==> src/sv/osr_ram.sv <==
`timescale 1ns / 1ps
module osr_ram #(
    parameter int WIDTH = 16,
    parameter int DEPTH = 256,
    localparam int AW = $clog2(DEPTH)
) (
    input  logic             clk,
    input  logic             we,
    input  logic [AW-1:0]    waddr,
    input  logic [WIDTH-1:0] wdata,
    input  logic [AW-1:0]    raddr,
    output logic [WIDTH-1:0] rdata
);

    logic [WIDTH-1:0] mem [DEPTH];

    // one write port, registered read port
    always_ff @(posedge clk)
    begin
        if (we)
        begin
            mem[waddr] <= wdata;
        end
        rdata <= mem[raddr];
    end

endmodule

==> config.mk <==
export PLATFORM = sky130hd
export DESIGN_NAME = osr_ram
export DESIGN_NICKNAME = d
export VERILOG_FILES = /design/src/sv/osr_ram.sv
export SDC_FILE = /design/constraint.sdc
export NUM_CORES = 2
export LEC_CHECK = 0
export ABC_CLOCK_PERIOD_IN_PS = 3900
export BUFFER_PORTS_ARGS = -buffer_cell sky130_fd_sc_hd__buf_4
export CAP_MARGIN = 20
export CORE_MARGIN = 1
export CORE_UTILIZATION = 35
export CTS_CLUSTER_DIAMETER = 30
export CTS_CLUSTER_SIZE = 14
export DETAILED_ROUTE_END_ITERATION = 8
export GPL_ROUTABILITY_DRIVEN = 0
export GPL_TIMING_DRIVEN = 0
export SLEW_MARGIN = 10
export SYNTH_ARGS = -nofsm -noshare
export SYNTH_HDL_FRONTEND = slang
export SYNTH_SLANG_ARGS = --single-unit
==> constraint.sdc <==
create_clock -name clk -period 3.9 [get_ports clk]
set_input_delay 0.585 -clock clk [delete_from_list [all_inputs] [get_ports clk]]
set_output_delay 0.585 -clock clk [all_outputs]
set_load 0.05 [all_outputs]
==> run_results.csv <==
group,metric,value,unit
outcome,outcome,"finished, violations left",
yosys,yosysTopAreaCellShare,77.50,%
critical_path,crit_fanout,10,
sta,setup_slack,-220.3,ps
placed_design,place_inst,13670,
yosys,ys_ff_latch,4112,
routing,route.vias.total,85730,
layout,final_cells,14920,
sta,timing.fmax,242.7,MHz
cts,cts_setup_buffers,0,
critical_path,crit_path_end_kind,"flop",
yosys,synthCells,7360,
die,boundaryPins,50,
yosys,ys_seq_area_share,77.70,%
routing,routed_via_density,5.747,
global_route,grt_pass1_wl,684.3,mm
die,initial_utilization,35.25,%
global_route,overflow,0,
power_and_ir_drop,irDropWorstVdd,0.4559,mV
die,die_w,675.4,um
sta,skew,76.15,ps
critical_path,worst-setup-path-type,"in2reg",
die,fp-row-count,246,
placed_design,dpl_cell_area,172500,um^2
sta,relSlewSlack,16.70,%
yosys,yosys_warnings,0,
cts,path_clk_slew,60,ps
sta,fin_crit,4120,ps
sta,rsz0062_at_grt,"no",
critical_path,worstPathRequired,4900,ps
worst_hold_path,hold_depth,1,
die,die_h,675.4,um
critical_path,worstPathArrival,5120,ps
layout,drive_gt1_share,32.22,%
yosys,synth_area_leader_cell,"edfxtp_1",
layout,final_util,43.41,%
sta,setup_violations,11,
yosys,ys_types,52,
layout,finalNetCount,8431,
yosys,synth_common_cells,"edfxtp_1 (4,096), mux4_2 (797), mux2i_1 (565), nor2_1 (304), o221ai_1 (252)",
yosys,synthArstFlopShare,0,%
global_route,grt_max_degree,137,
yosys,yosysMostFrequentCell,"edfxtp_1",
routing,wl,503.4,mm
cts,numCtsBuffers,664,
outcome,violations,"setup timing",
cts,cts_tree,"yes",
placed_design,dp_hpwl,344.2,mm
yosys,syn_area,158700,um^2
critical_path,r2r_cells,7,
global_route,grt_usage,21.60,%
yosys,synth_area_leaders,"edfxtp_1 (77%), mux4_2 (11%), mux2i_1 (3.6%)",
sta,hold_viol,0,
yosys,yosys_most_used_dff,"edfxtp_1",
global_route,grt_pass1_vias,84740,
cts,htreeDepth,6,
sta,worstMarginPinSlew,1250,ps
cts,insertion_delay,1080,ps
yosys,avgSynthCellArea,21.56,um^2
sta,maxSlewViolCount,0,
layout,syn2layout_area_growth,23.15,%
layout,design_area,195500,um^2
yosys,synth_edf_count,4096,
power_and_ir_drop,p_leak,62.63,nW
yosys,syn_nets,7394,
routing,ant_nets,0,
cts,cts.sinks,4112,
routing,first_pass_iters,8,
sta,finalCritPeriodShare,105.6,%
global_route,antenna_found_initial,31,
placed_design,port_buffers,39,
cts,cts_root_buffer,"clkbuf_16",
critical_path,worst_setup_path_start_kind,"input port",
cts,clk_path_buf_depth,4,
worst_hold_path,worstHoldPathType,"in2reg",
power_and_ir_drop,powerDensity,577.8,nW/um^2
routing,drc,0,
die,core_area,450300,um^2
routing,drtIter0Drc,13250,
routing,wl_per_cell,33.75,um
job,maxCapViolCount,0,
die,fp.dieArea,456200,um^2
## what timing repair did
| action | in CTS | in global routing |
|---|---|---|
| pin swaps | 0 | 0 |
| resized for setup | 44 | 16 |
| hold buffers | 15 | 0 |
| setup endpoints to repair | 16 | 9 |
| hold endpoints to repair | 407 | 0 |
## flip-flops by register name, summed over array words and instances (netlist names)
signal  flops
mem      4096
rdata      16
## logic make-up (layout without fill, tap and decap cells)
family	Yosys count	in the layout	share of synthesized area, %
AOI/OAI and AO/OA	786	786	3.537
buffers and inverters	456	2051	1.693
muxes	1450	1450	15.50
DFF	4112	4112	77.70
other	0	10	0
and+or+nand+nor	556	556	1.574
## final timing paths
path	startpoint	endpoint	slack [ps]
min reg2reg	mem[219][5]	rdata[5]	1210
min	wdata[1]	mem[93][1]	100
max	raddr[2]	rdata[9]	-220
max reg2reg	mem[139][11]	rdata[11]	580
## metal layers
metal	track usage, %	share of wire, %	vias to the layer above	wire length, um
li1	-	-	33670	-
met2	33.17	45	5680	228700
met5	0	0.022	-	109
met3	5.975	12	1100	58850
met4	11.11	5.9	16	29770
met1	28.13	37	45260	186000
## area by class of cell
cell class / count / area (um^2)
Clock buffer: 746 / 17130
Buffer: 446 / 2755
Tap cell: 5952 / 7447
Sequential cell: 4112 / 123300
Antenna cell: 10 / 25.02
Inverter: 4 / 15.01
Timing Repair Buffer: 377 / 5615
Multi-Input combinational cell: 2792 / 33700
Fill cell: 37780 / 254800
Clock inverter: 478 / 5461
## report_power, final
group	leakage [nW]	internal [mW]	total, mW	switching (mW)
clock	10.8	36.2	58.5	22.3
combinational	14.9	1.74	5.65	3.91
sequential	36.9	48.8	48.8	0.0316
## stage by stage
| stage | hold slack, ps | TNS [ps] | power [mW] | worst slack (ps) |
|---|---|---|---|---|
| final | 104.9 | -1281 | 112.9 | -220.3 |
| after global routing | 113.5 | 0 | 115.2 | 23.11 |
| after CTS | 73.77 | 0 | 113.1 | 15.04 |
| after detailed placement | 872.4 | -93320 | 55.18 | -2234 |
| after global placement | 1044 | -3347750 | 54.92 | -3482 |
| after floorplan | 683.9 | 0 | 52.20 | 1150 |
## placed cells by master, fill, tap and decap left out, drive strengths merged, types with 3 or more instances in the layout
master | Yosys | final
nor2 | 304 | 304
diode | 0 | 10
mux4 | 797 | 797
clkinvlp | 0 | 83
mux2 | 88 | 88
and3 | 11 | 11
bufinv | 0 | 59
nor3 | 92 | 92
or2 | 5 | 5
a31oi | 6 | 6
clkinv | 0 | 240
a22o | 32 | 32
nand3 | 35 | 35
nand4b | 3 | 3
nand4 | 26 | 26
inv | 4 | 100
nor2b | 9 | 9
edfxtp | 4096 | 4096
o221ai | 253 | 253
o21ai | 38 | 38
nand2b | 3 | 3
a221oi | 28 | 28
a2111oi | 6 | 6
dlygate4sd3 | 0 | 15
nand2 | 38 | 38
buf | 222 | 579
mux2i | 565 | 565
o31ai | 16 | 16
dfxtp | 16 | 16
o22ai | 148 | 148
clkbuf | 230 | 973
a22oi | 43 | 43
a211oi | 18 | 18
nor4 | 18 | 18
o32ai | 21 | 21
a21oi | 175 | 175
## worst max-delay path, cell delays in order
cell      delay [ps]
buf_2            280
or2_1            290
buf_2            220
clkbuf_2         400
clkbuf_1         580
o221ai_1         780
o22ai_1          310
a21oi_1          580
nand4_1          400
nor4_1           380
buf_2            250
Power figures use the tool's default switching activity.
