File: src/sv/osr_pkg.sv
`timescale 1ns / 1ps
package osr_pkg;

    // command codes carried in the action field
    typedef enum logic [1:0] {
        ACT_EDGE  = 2'd0,
        ACT_WRITE = 2'd1,
        ACT_TEST  = 2'd2,
        ACT_NONE  = 2'd3
    } action_t;

    // sequencer states
    typedef enum logic [3:0] {
        S_INIT,
        S_RCLR,
        S_IDLE,
        S_EDGE_RD,
        S_EDGE_WR,
        S_ROW_CHK,
        S_ROW_LD,
        S_PIX_CHK,
        S_PIX_UPD,
        S_RESULT
    } state_t;

    // internal coordinate type, wide enough for clamped bounds
    typedef logic signed [17:0] coord_t;

    localparam logic [15:0]        DEPTH_FAR  = 16'hFFFF;
    localparam logic signed [15:0] LEFT_INIT  = 16'sh7FFF;
    localparam logic signed [15:0] RIGHT_INIT = 16'sh8000;

    // line stepper control and status
    typedef struct packed {
        logic load;
        logic step;
    } bres_ctl_t;

    typedef struct packed {
        logic               done;
        logic signed [15:0] x;
        logic signed [15:0] y;
    } bres_stat_t;

endpackage

File: src/sv/osr_bres.sv
`timescale 1ns / 1ps
module osr_bres
    import osr_pkg::*;
(
    input  logic               clk,
    input  logic               rst_n,
    input  bres_ctl_t          ctl,
    input  logic signed [15:0] x0,
    input  logic signed [15:0] y0,
    input  logic signed [15:0] x1,
    input  logic signed [15:0] y1,
    output bres_stat_t         stat
);

    logic signed [15:0] x_reg, y_reg, x1_reg, y1_reg;
    logic signed [15:0] x_next, y_next;
    logic [16:0]        dx_reg, dy_reg, dx_load, dy_load;
    logic               sx_neg_reg, sy_neg_reg;
    logic signed [18:0] err_reg, err_next;
    logic signed [19:0] e2;
    logic signed [16:0] x0_e, x1_e, y0_e, y1_e;

    // absolute deltas at load
    assign x0_e = 17'(x0);
    assign x1_e = 17'(x1);
    assign y0_e = 17'(y0);
    assign y1_e = 17'(y1);
    assign dx_load = (x1_e > x0_e) ? 17'(x1_e - x0_e) : 17'(x0_e - x1_e);
    assign dy_load = (y1_e > y0_e) ? 17'(y1_e - y0_e) : 17'(y0_e - y1_e);

    // one bresenham step
    always_comb
    begin
        e2       = 20'(err_reg) <<< 1;
        err_next = err_reg;
        x_next   = x_reg;
        y_next   = y_reg;
        if (e2 > -$signed({3'b000, dy_reg}))
        begin
            err_next = err_next - $signed({2'b00, dy_reg});
            x_next   = sx_neg_reg ? x_reg - 16'sd1 : x_reg + 16'sd1;
        end
        if (e2 < $signed({3'b000, dx_reg}))
        begin
            err_next = err_next + $signed({2'b00, dx_reg});
            y_next   = sy_neg_reg ? y_reg - 16'sd1 : y_reg + 16'sd1;
        end
    end

    always_ff @(posedge clk or negedge rst_n)
    begin
        if (!rst_n)
        begin
            x_reg      <= '0;
            y_reg      <= '0;
            x1_reg     <= '0;
            y1_reg     <= '0;
            dx_reg     <= '0;
            dy_reg     <= '0;
            sx_neg_reg <= 1'b0;
            sy_neg_reg <= 1'b0;
            err_reg    <= '0;
        end
        else if (ctl.load)
        begin
            x_reg      <= x0;
            y_reg      <= y0;
            x1_reg     <= x1;
            y1_reg     <= y1;
            dx_reg     <= dx_load;
            dy_reg     <= dy_load;
            sx_neg_reg <= !(x0 < x1);
            sy_neg_reg <= !(y0 < y1);
            err_reg    <= $signed({2'b00, dx_load}) - $signed({2'b00, dy_load});
        end
        else if (ctl.step)
        begin
            x_reg   <= x_next;
            y_reg   <= y_next;
            err_reg <= err_next;
        end
    end

    assign stat.x    = x_reg;
    assign stat.y    = y_reg;
    assign stat.done = (x_reg == x1_reg) && (y_reg == y1_reg);

endmodule

File: config.mk
export PLATFORM = sky130hd
export DESIGN_NAME = osr_bres
export DESIGN_NICKNAME = d
export VERILOG_FILES = /design/src/sv/osr_pkg.sv /design/src/sv/osr_bres.sv
export SDC_FILE = /design/constraint.sdc
export NUM_CORES = 1
export LEC_CHECK = 0
export ABC_AREA = 1
export BUFFER_PORTS_ARGS = -buffer_cell sky130_fd_sc_hd__buf_2
export CAP_MARGIN = 20
export CORE_MARGIN = 5
export CORE_UTILIZATION = 63
export CTS_CLUSTER_SIZE = 28
export DETAILED_ROUTE_END_ITERATION = 10
export PLACE_DENSITY = 0.83
export SYNTH_ARGS = -nofsm -noshare
export SYNTH_HDL_FRONTEND = slang
export SYNTH_SLANG_ARGS = --single-unit
File: constraint.sdc
create_clock -name clk -period 7.1 [get_ports clk]
set_clock_uncertainty 0.1 [all_clocks]
set_input_delay 1.42 -clock clk [delete_from_list [all_inputs] [get_ports clk]]
set_output_delay 1.42 -clock clk [all_outputs]
set_load 0.01 [all_outputs]
==> summary.txt, run 1 <==
Logic synthesis
  – EDFF count, synth: 0
  – Syn. warnings: 0
  – Area share of the largest cell type after synthesis: 20.5%
  – Syn_nets: 2429
  – Top cell type by total area after synthesis: dfrtp_1
  – Synthesized cell area: 14500 µm²
  – Sequential share of the synthesized area: 20.5%
  – Dominant synthesized flop cell: dfrtp_1
  – Synthesized instance count: 2171
  – Synth unique cells: 57
  – Flops & latches, synth: 119
  – Fraction of registers with async set/reset: 100%
  – Most frequent cells after synthesis: nand2_1 (539), inv_1 (291), ha_1 (181)
  – Leading post-synthesis cells by cell area: dfrtp_1 (20%), ha_1 (16%), nand2_1 (14%), inv_1 (7.5%), xor2_1 (6.7%)
  – Most common cell in the synthesized netlist: nand2_1
  – Syn Area/Cell: 6.70 µm²

Placed design
  – Placed instance area: 15100 µm²
  – Dpl cells: 2499
  – Port Buffers: 100
  – Final GP Congestion: 1.10
  – DPL Wire Length: 37.4 mm

Route
  – Vias per cell: 5.96
  – DRT Pass-1 Iters: 6
  – Number of remaining DRC errors: 0
  – Routed len/inst: 18.3 µm
  – Detailed Route Iter0 Violations: 1280
  – WL final: 46.3 mm
  – Vias after detailed routing: 15078
  – Antenna Nets Post-Route: 0

STA
  – Peak Freq: 163 MHz
  – Slew Viols, Final: 0
  – Final hold vios: 0
  – Setup-failing EPs final: 0
  – RSZ-0062 raised after global routing: no
  – Worst slew pin tran: 1010 ps
  – Setup tns final: 0 ps
  – Slew HR: 32.4%
  – Minimum clock period: 6140 ps
  – Period utilization: 86.4%

Setup path
  – Largest stage delay, worst path: 390 ps
  – Critical path startpoint category: flip-flop
  – CP arrival: 6400 ps
  – CP endpoint kind: flip-flop
  – Crit Path Class: flip-flop to flip-flop
  – CP Data Required Time: 7370 ps
  – CP delay by family, top: simple AND/OR/NAND/NOR gates
  – Critical Path Slowest Stage Cell: dfrtp_1
  – Crit path max fanout: 20
  – Critical path buffers and inverters: 5
  – Most used cell, CP: nand2_1

Final layout
  – Diode count: 0
  – Max FFs per register: 19
  – Area growth, synth to finish: 7.86%
  – Layout cells sized above 1: 7.97%
  – Filler instances: 2045
  – Design area: 15700 µm²
  – Sequential Area: 2980 µm²
  – Final Net Count: 2491
  – Final cell count without fillers: 2531
  – Area of the multi-input gates: 10100 µm²
  – Post-layout util: 69.0%

CTS
  – Cts bufs inserted: 17
  – Htree depth: 4
  – Post-cts resize count: 0
  – Clock slew at reported path FFs: 60 ps
  – Worst-Skew Late Latency: 430 ps
  – CTS Hold Bufs: 0
  – CTS sink cnt: 119
  – Clk buf depth: 2
  – Clock Tree Root: clkbuf_16
  – CTS tree: done
  – Post-CTS setup buffer count: 0

Power
  – Leak: 0.00829 µW
  – Tot Pwr: 6960 µW
  – Worst vdd ir: 0.230 mV
  – Cell Pwr Density: 444 nW/µm²

Flow run
  – Max-Cap Viols: 0

GRT
  – Initial antenna violation count: 1
  – Overall global routing resource usage: 35.1%
  – Largest net degree at the start of global routing: 82
  – First-pass GRT wire length: 74.2 mm
  – Gr ovfl total: 0
  – Number of global-route vias before repair: 14519

Run status
  – Run status: complete, no violations

Min path
  – Hold WC Path Type: flip-flop to flip-flop

Floorplan
  – Io pins: 101
  – Die Area: 26200 µm²
  – Core region area: 22700 µm²
  – Die Ht: 162 µm
  – Row cnt: 55
  – Chip width: 162 µm
  – Starting density of the core: 64.0%
path summary, 6_finish.rpt:
kind                                             start                       to  slack [ps]  depth (start not counted)
worst max-delay path             dy_reg[1]$_DFFE_PN0P_  err_reg[12]$_DFFE_PN0P_         960                         37
worst min-delay path            x1_reg[12]$_DFFE_PN0P_   x1_reg[12]$_DFFE_PN0P_         420                          2
worst max register to register   dy_reg[1]$_DFFE_PN0P_  err_reg[12]$_DFFE_PN0P_         960                         37
worst min register to register  x1_reg[12]$_DFFE_PN0P_   x1_reg[12]$_DFFE_PN0P_         420                          2
max in group asynchronous                        rst_n   x1_reg[12]$_DFFE_PN0P_        4640                          2
min in group asynchronous                        rst_n   dy_reg[15]$_DFFE_PN0P_         960                          1
through the flow:
step / setup slack [ps] / hold WS (ps)
after global routing: 448 / 433
after global placement: 1280 / 387
after detailed placement: 1070 / 394
after CTS: 1030 / 409
after floorplan: 2090 / 372
final: 962 / 417
metal layers:
| metal | vias up | wire [µm] | track usage [%] |
|---|---|---|---|
| met3 | 157 | 3310 | 5.30 |
| met4 | 2 | 2940 | 19.0 |
| li1 | 7311 | - | - |
| met5 | - | 13 | 0 |
| met1 | 6935 | 19000 | 44.5 |
| met2 | 673 | 21100 | 57.9 |
placed cells by master, fill, tap and decap left out, types with 6 or more instances in the layout:
cell type,instances
nand2_2,7
o211ai_1,10
o22ai_1,6
ha_1,181
dfrtp_1,119
fa_1,9
nor3_1,21
xnor2_1,25
o21a_1,8
a31oi_1,9
inv_1,291
a21oi_1,178
clkbuf_16,17
xor2_1,111
a211oi_1,8
nand3_1,109
nand2_1,539
nand4_1,21
o21ai_0,172
nor4_1,8
buf_2,99
a21boi_0,6
o221ai_1,12
inv_2,9
o21bai_1,13
a21o_1,11
nor2_1,132
a221oi_1,6
o21ai_1,29
nand3b_1,9
worst register-to-register path, delay by kind of cell (launching register included):
family                   cells  cell delay [ps]
AND/OR/NAND/NOR             24             3130
AO/OA/AOI/OAI                2              420
XOR/XNOR                     2              340
buffers and inverters        5              710
flip-flops                   1              390
adder cells (fa/ha/maj)      4              990
report_power, final:
group	total (µW)	switching, µW	leakage (µW)	internal, µW
Clock	863	373	0.000282	490
Sequential	1240	358	0.00143	885
Combinational	4850	3100	0.00658	1750
Total	6960	3830	0.00829	3130
layout make-up:
| class | count | area share, % |
|---|---|---|
| inverters | 301 | 7.22 |
| well taps | 285 | 2.27 |
| clock buffers | 17 | 2.71 |
| flip-flops and latches | 119 | 19.0 |
| multi-input cells | 1691 | 64.5 |
| clock inverters | 15 | 0.926 |
| repair buffers | 103 | 3.35 |
logic make-up after synthesis:
group,count (synthesis),synth area share [%]
mux,1,0.0689
compound gates,498,19.6
simple gates,866,24.9
xor+xnor,136,8.19
buf+inv,361,9.92
fa+ha+maj,190,16.8
flops,119,20.5
No activity file was read; power rests on OpenSTA's default activity.
==> run 2: changes to the inputs <==
--- a/config.mk
+++ b/config.mk
@@ -5,7 +5,6 @@
 export SDC_FILE = /design/constraint.sdc
 export NUM_CORES = 1
 export LEC_CHECK = 0
-export ABC_AREA = 1
 export BUFFER_PORTS_ARGS = -buffer_cell sky130_fd_sc_hd__buf_2
 export CAP_MARGIN = 20
 export CORE_MARGIN = 5
==> run 2 against run 1 <==
  * Final cell count down 21%
  * Sequential power decreased by 6%
  * Sequential cell count unchanged
  * Maximum frequency is 8.3% lower
  * Register-to-register slack got worse by 560 ps
  * Clock-buffer cell count up 3
  * Critical path depth shrank 12
==> summary.txt, run 2 <==
Final layout
  – Commonest non-fill, non-tap cell in the layout: ha_1
  – Final cell count without fillers: 2012
  – Post-layout util: 69.5%
  – Filler instances: 1747
  – Sequential Area: 2980 µm²
  – Layout cells sized above 1: 14.9%
  – Final Net Count: 1973
  – Area of the multi-input gates: 9900 µm²
  – Max FFs per register: 19
  – Design area: 15000 µm²
  – Commonest non-fill, non-tap cells in the layout: ha_1 (181), inv_1 (145), a21oi_1 (142)
  – Area growth, synth to finish: 9.74%

GRT
  – Most Crowded Layer GR: met2
  – Largest net degree at the start of global routing: 85
  – Number of global-route vias before repair: 12074
  – GR Layer Usage met2: 47.2%
  – Initial antenna violation count: 5
  – Overall global routing resource usage: 31.4%
  – Met1 Usage GRT: 44.6%
  – Met3 usage: 5.06%
  – First-pass GRT wire length: 62.3 mm
  – Gr ovfl total: 0

Setup path
  – Crit Path Class: flip-flop to flip-flop
  – CP Data Required Time: 7310 ps
  – CP arrival: 6910 ps
  – Critical path startpoint category: flip-flop
  – CP endpoint kind: flip-flop
  – R2R Setup Slk: 400 ps
  – Crit path max fanout: 5

STA
  – Slew HR: 36.3%
  – Slew Viols, Final: 0
  – Setup-failing EPs final: 0
  – Final hold vios: 0
  – Hold slack: 429 ps
  – Period utilization: 94.3%
  – Worst slew pin tran: 955 ps
  – RSZ-0062 raised after global routing: no
  – Peak Freq: 149 MHz
  – Minimum clock period: 6700 ps
  – Setup tns final: 0 ps

Placed design
  – Dpl cells: 1973
  – DPL Wire Length: 30.9 mm
  – Final GP Congestion: 0.998
  – Port Buffers: 100
  – Placed instance area: 14400 µm²

Logic synthesis
  – Synth Area in Simple Gates: 14.8%
  – Most frequent cells after synthesis: ha_1 (181), inv_1 (145), a21oi_1 (142)
  – XOR/XNOR Fraction of Synth Area: 8.82%
  – Synth Area in Adders: 17.8%
  – Leading post-synthesis cells by cell area: dfrtp_1 (22%), ha_1 (17%), a21oi_1 (5.2%), mux2_2 (4.8%), xnor2_1 (4.7%)
  – Syn_nets: 1898
  – Syn Area/Cell: 8.35 µm²
  – Synthesized cell area: 13700 µm²
  – Most common cell in the synthesized netlist: ha_1
  – EDFF count, synth: 0
  – Synth unique cells: 97
  – Syn. warnings: 0
  – Sequential share of the synthesized area: 21.7%
  – Flops & latches, synth: 119
  – Synth Area in Compound Gates: 24.1%
  – Largest family of logic cells by synthesized area: compound AO/OA/AOI/OAI gates
  – Fraction of registers with async set/reset: 100%
  – Synthesized instance count: 1640
  – Area share of the largest cell type after synthesis: 21.7%
  – Top cell type by total area after synthesis: dfrtp_1
  – Dominant synthesized flop cell: dfrtp_1
  – Post-synthesis mux area share: 6.56%

Power
  – Cell Pwr Density: 434 nW/µm²
  – Worst vdd ir: 0.201 mV
  – Leak: 0.00717 µW

Flow run
  – Max-Cap Viols: 0

Min path
  – Hold WC Path Type: flip-flop to flip-flop

Floorplan
  – Io pins: 101
  – Row cnt: 54
  – Chip width: 157 µm
  – Die Area: 24800 µm²
  – Core region area: 21600 µm²
  – Starting density of the core: 63.4%
  – Die Ht: 157 µm

Route
  – Antenna Nets Post-Route: 0
  – Number of remaining DRC errors: 0
  – Vias after detailed routing: 12734
  – Vias per cell: 6.33
  – Routed len/inst: 19.6 µm
  – WL final: 39.5 mm
  – DRT Pass-1 Iters: 7
  – Detailed Route Iter0 Violations: 1092

CTS
  – Htree depth: 4
  – CTS sink cnt: 119
  – Clk buf depth: 2
  – Clock Tree Root: clkbuf_16
  – Cts bufs inserted: 17
  – Worst-Skew Late Latency: 430 ps
  – Clock slew at reported path FFs: 70 ps
  – CTS tree: done

Run status
  – Run status: complete, no violations
run 2: final timing paths:
path                                        from                       to  depth (start not counted)
max                        dy_reg[0]$_DFFE_PN0P_  err_reg[18]$_DFFE_PN0P_                         25
min                        y1_reg[0]$_DFFE_PN0P_    y1_reg[0]$_DFFE_PN0P_                          1
max reg2reg                dy_reg[0]$_DFFE_PN0P_  err_reg[18]$_DFFE_PN0P_                         25
min reg2reg                y1_reg[0]$_DFFE_PN0P_    y1_reg[0]$_DFFE_PN0P_                          1
max in group asynchronous                  rst_n   err_reg[3]$_DFFE_PN0P_                          2
min in group asynchronous                  rst_n    y_reg[13]$_DFFE_PN0P_                          1
run 2: timing repair:
item	in CTS	in global routing
setup endpoints to repair	0	3
hold buffers	0	0
gates resized for setup	0	1
setup buffers	0	2
run 2: cell type report:
class	instances	share of cell area [%]
Tap cell	280	2.33
Clock inverter	12	0.940
Timing Repair Buffer	115	4.24
Clock buffer	20	3.10
Multi-Input combinational cell	1316	65.9
Sequential cell	119	19.8
Inverter	146	3.65
Antenna cell	4	0.0666
run 2: logic make-up after synthesis:
kind of cell,count (synthesis)
compound gates,491
xor+xnor,138
fa+ha+maj,190
buf+inv,205
flops,119
mux,82
simple gates,415
run 2: critical path, stage by stage, from the launching register on:
cell       delay, ps
dfrtp_1          420
or2_2            320
or3_1            410
nor2_1           150
nand2_1          150
nor4_1           400
ha_1             340
nand4_1          150
nor3_2            80
o311a_1          130
a2111oi_2        380
mux2i_2          310
buf_4            180
mux2_2           380
fa_1             470
a211oi_1         260
nor2_1           120
o31ai_2          320
a31oi_1          190
o41ai_1          300
buf_4            190
o21ai_0          110
o221ai_2         180
xnor2_1          160
a21oi_1           90
o2bb2a_1         290
run 2: power breakdown:
group	internal [µW]	switching (µW)
registers	867	288
logic	1950	2510
clock network	550	355
total	3370	3150
run 2: per-stage QoR:
step                      worst slack [ps]  power [µW]
after CTS                              221        6410
after floorplan                        898        4440
final                                  404        6520
after detailed placement               289        5460
after global placement                 386        5350
after global routing                   109        7050
run 2: routing by layer:
metal | part of all wire, % | wire length (µm)
met1 | 45 | 17800
met2 | 44 | 17300
met3 | 6.7 | 2650
met4 | 4.3 | 1690
met5 | 0.068 | 27
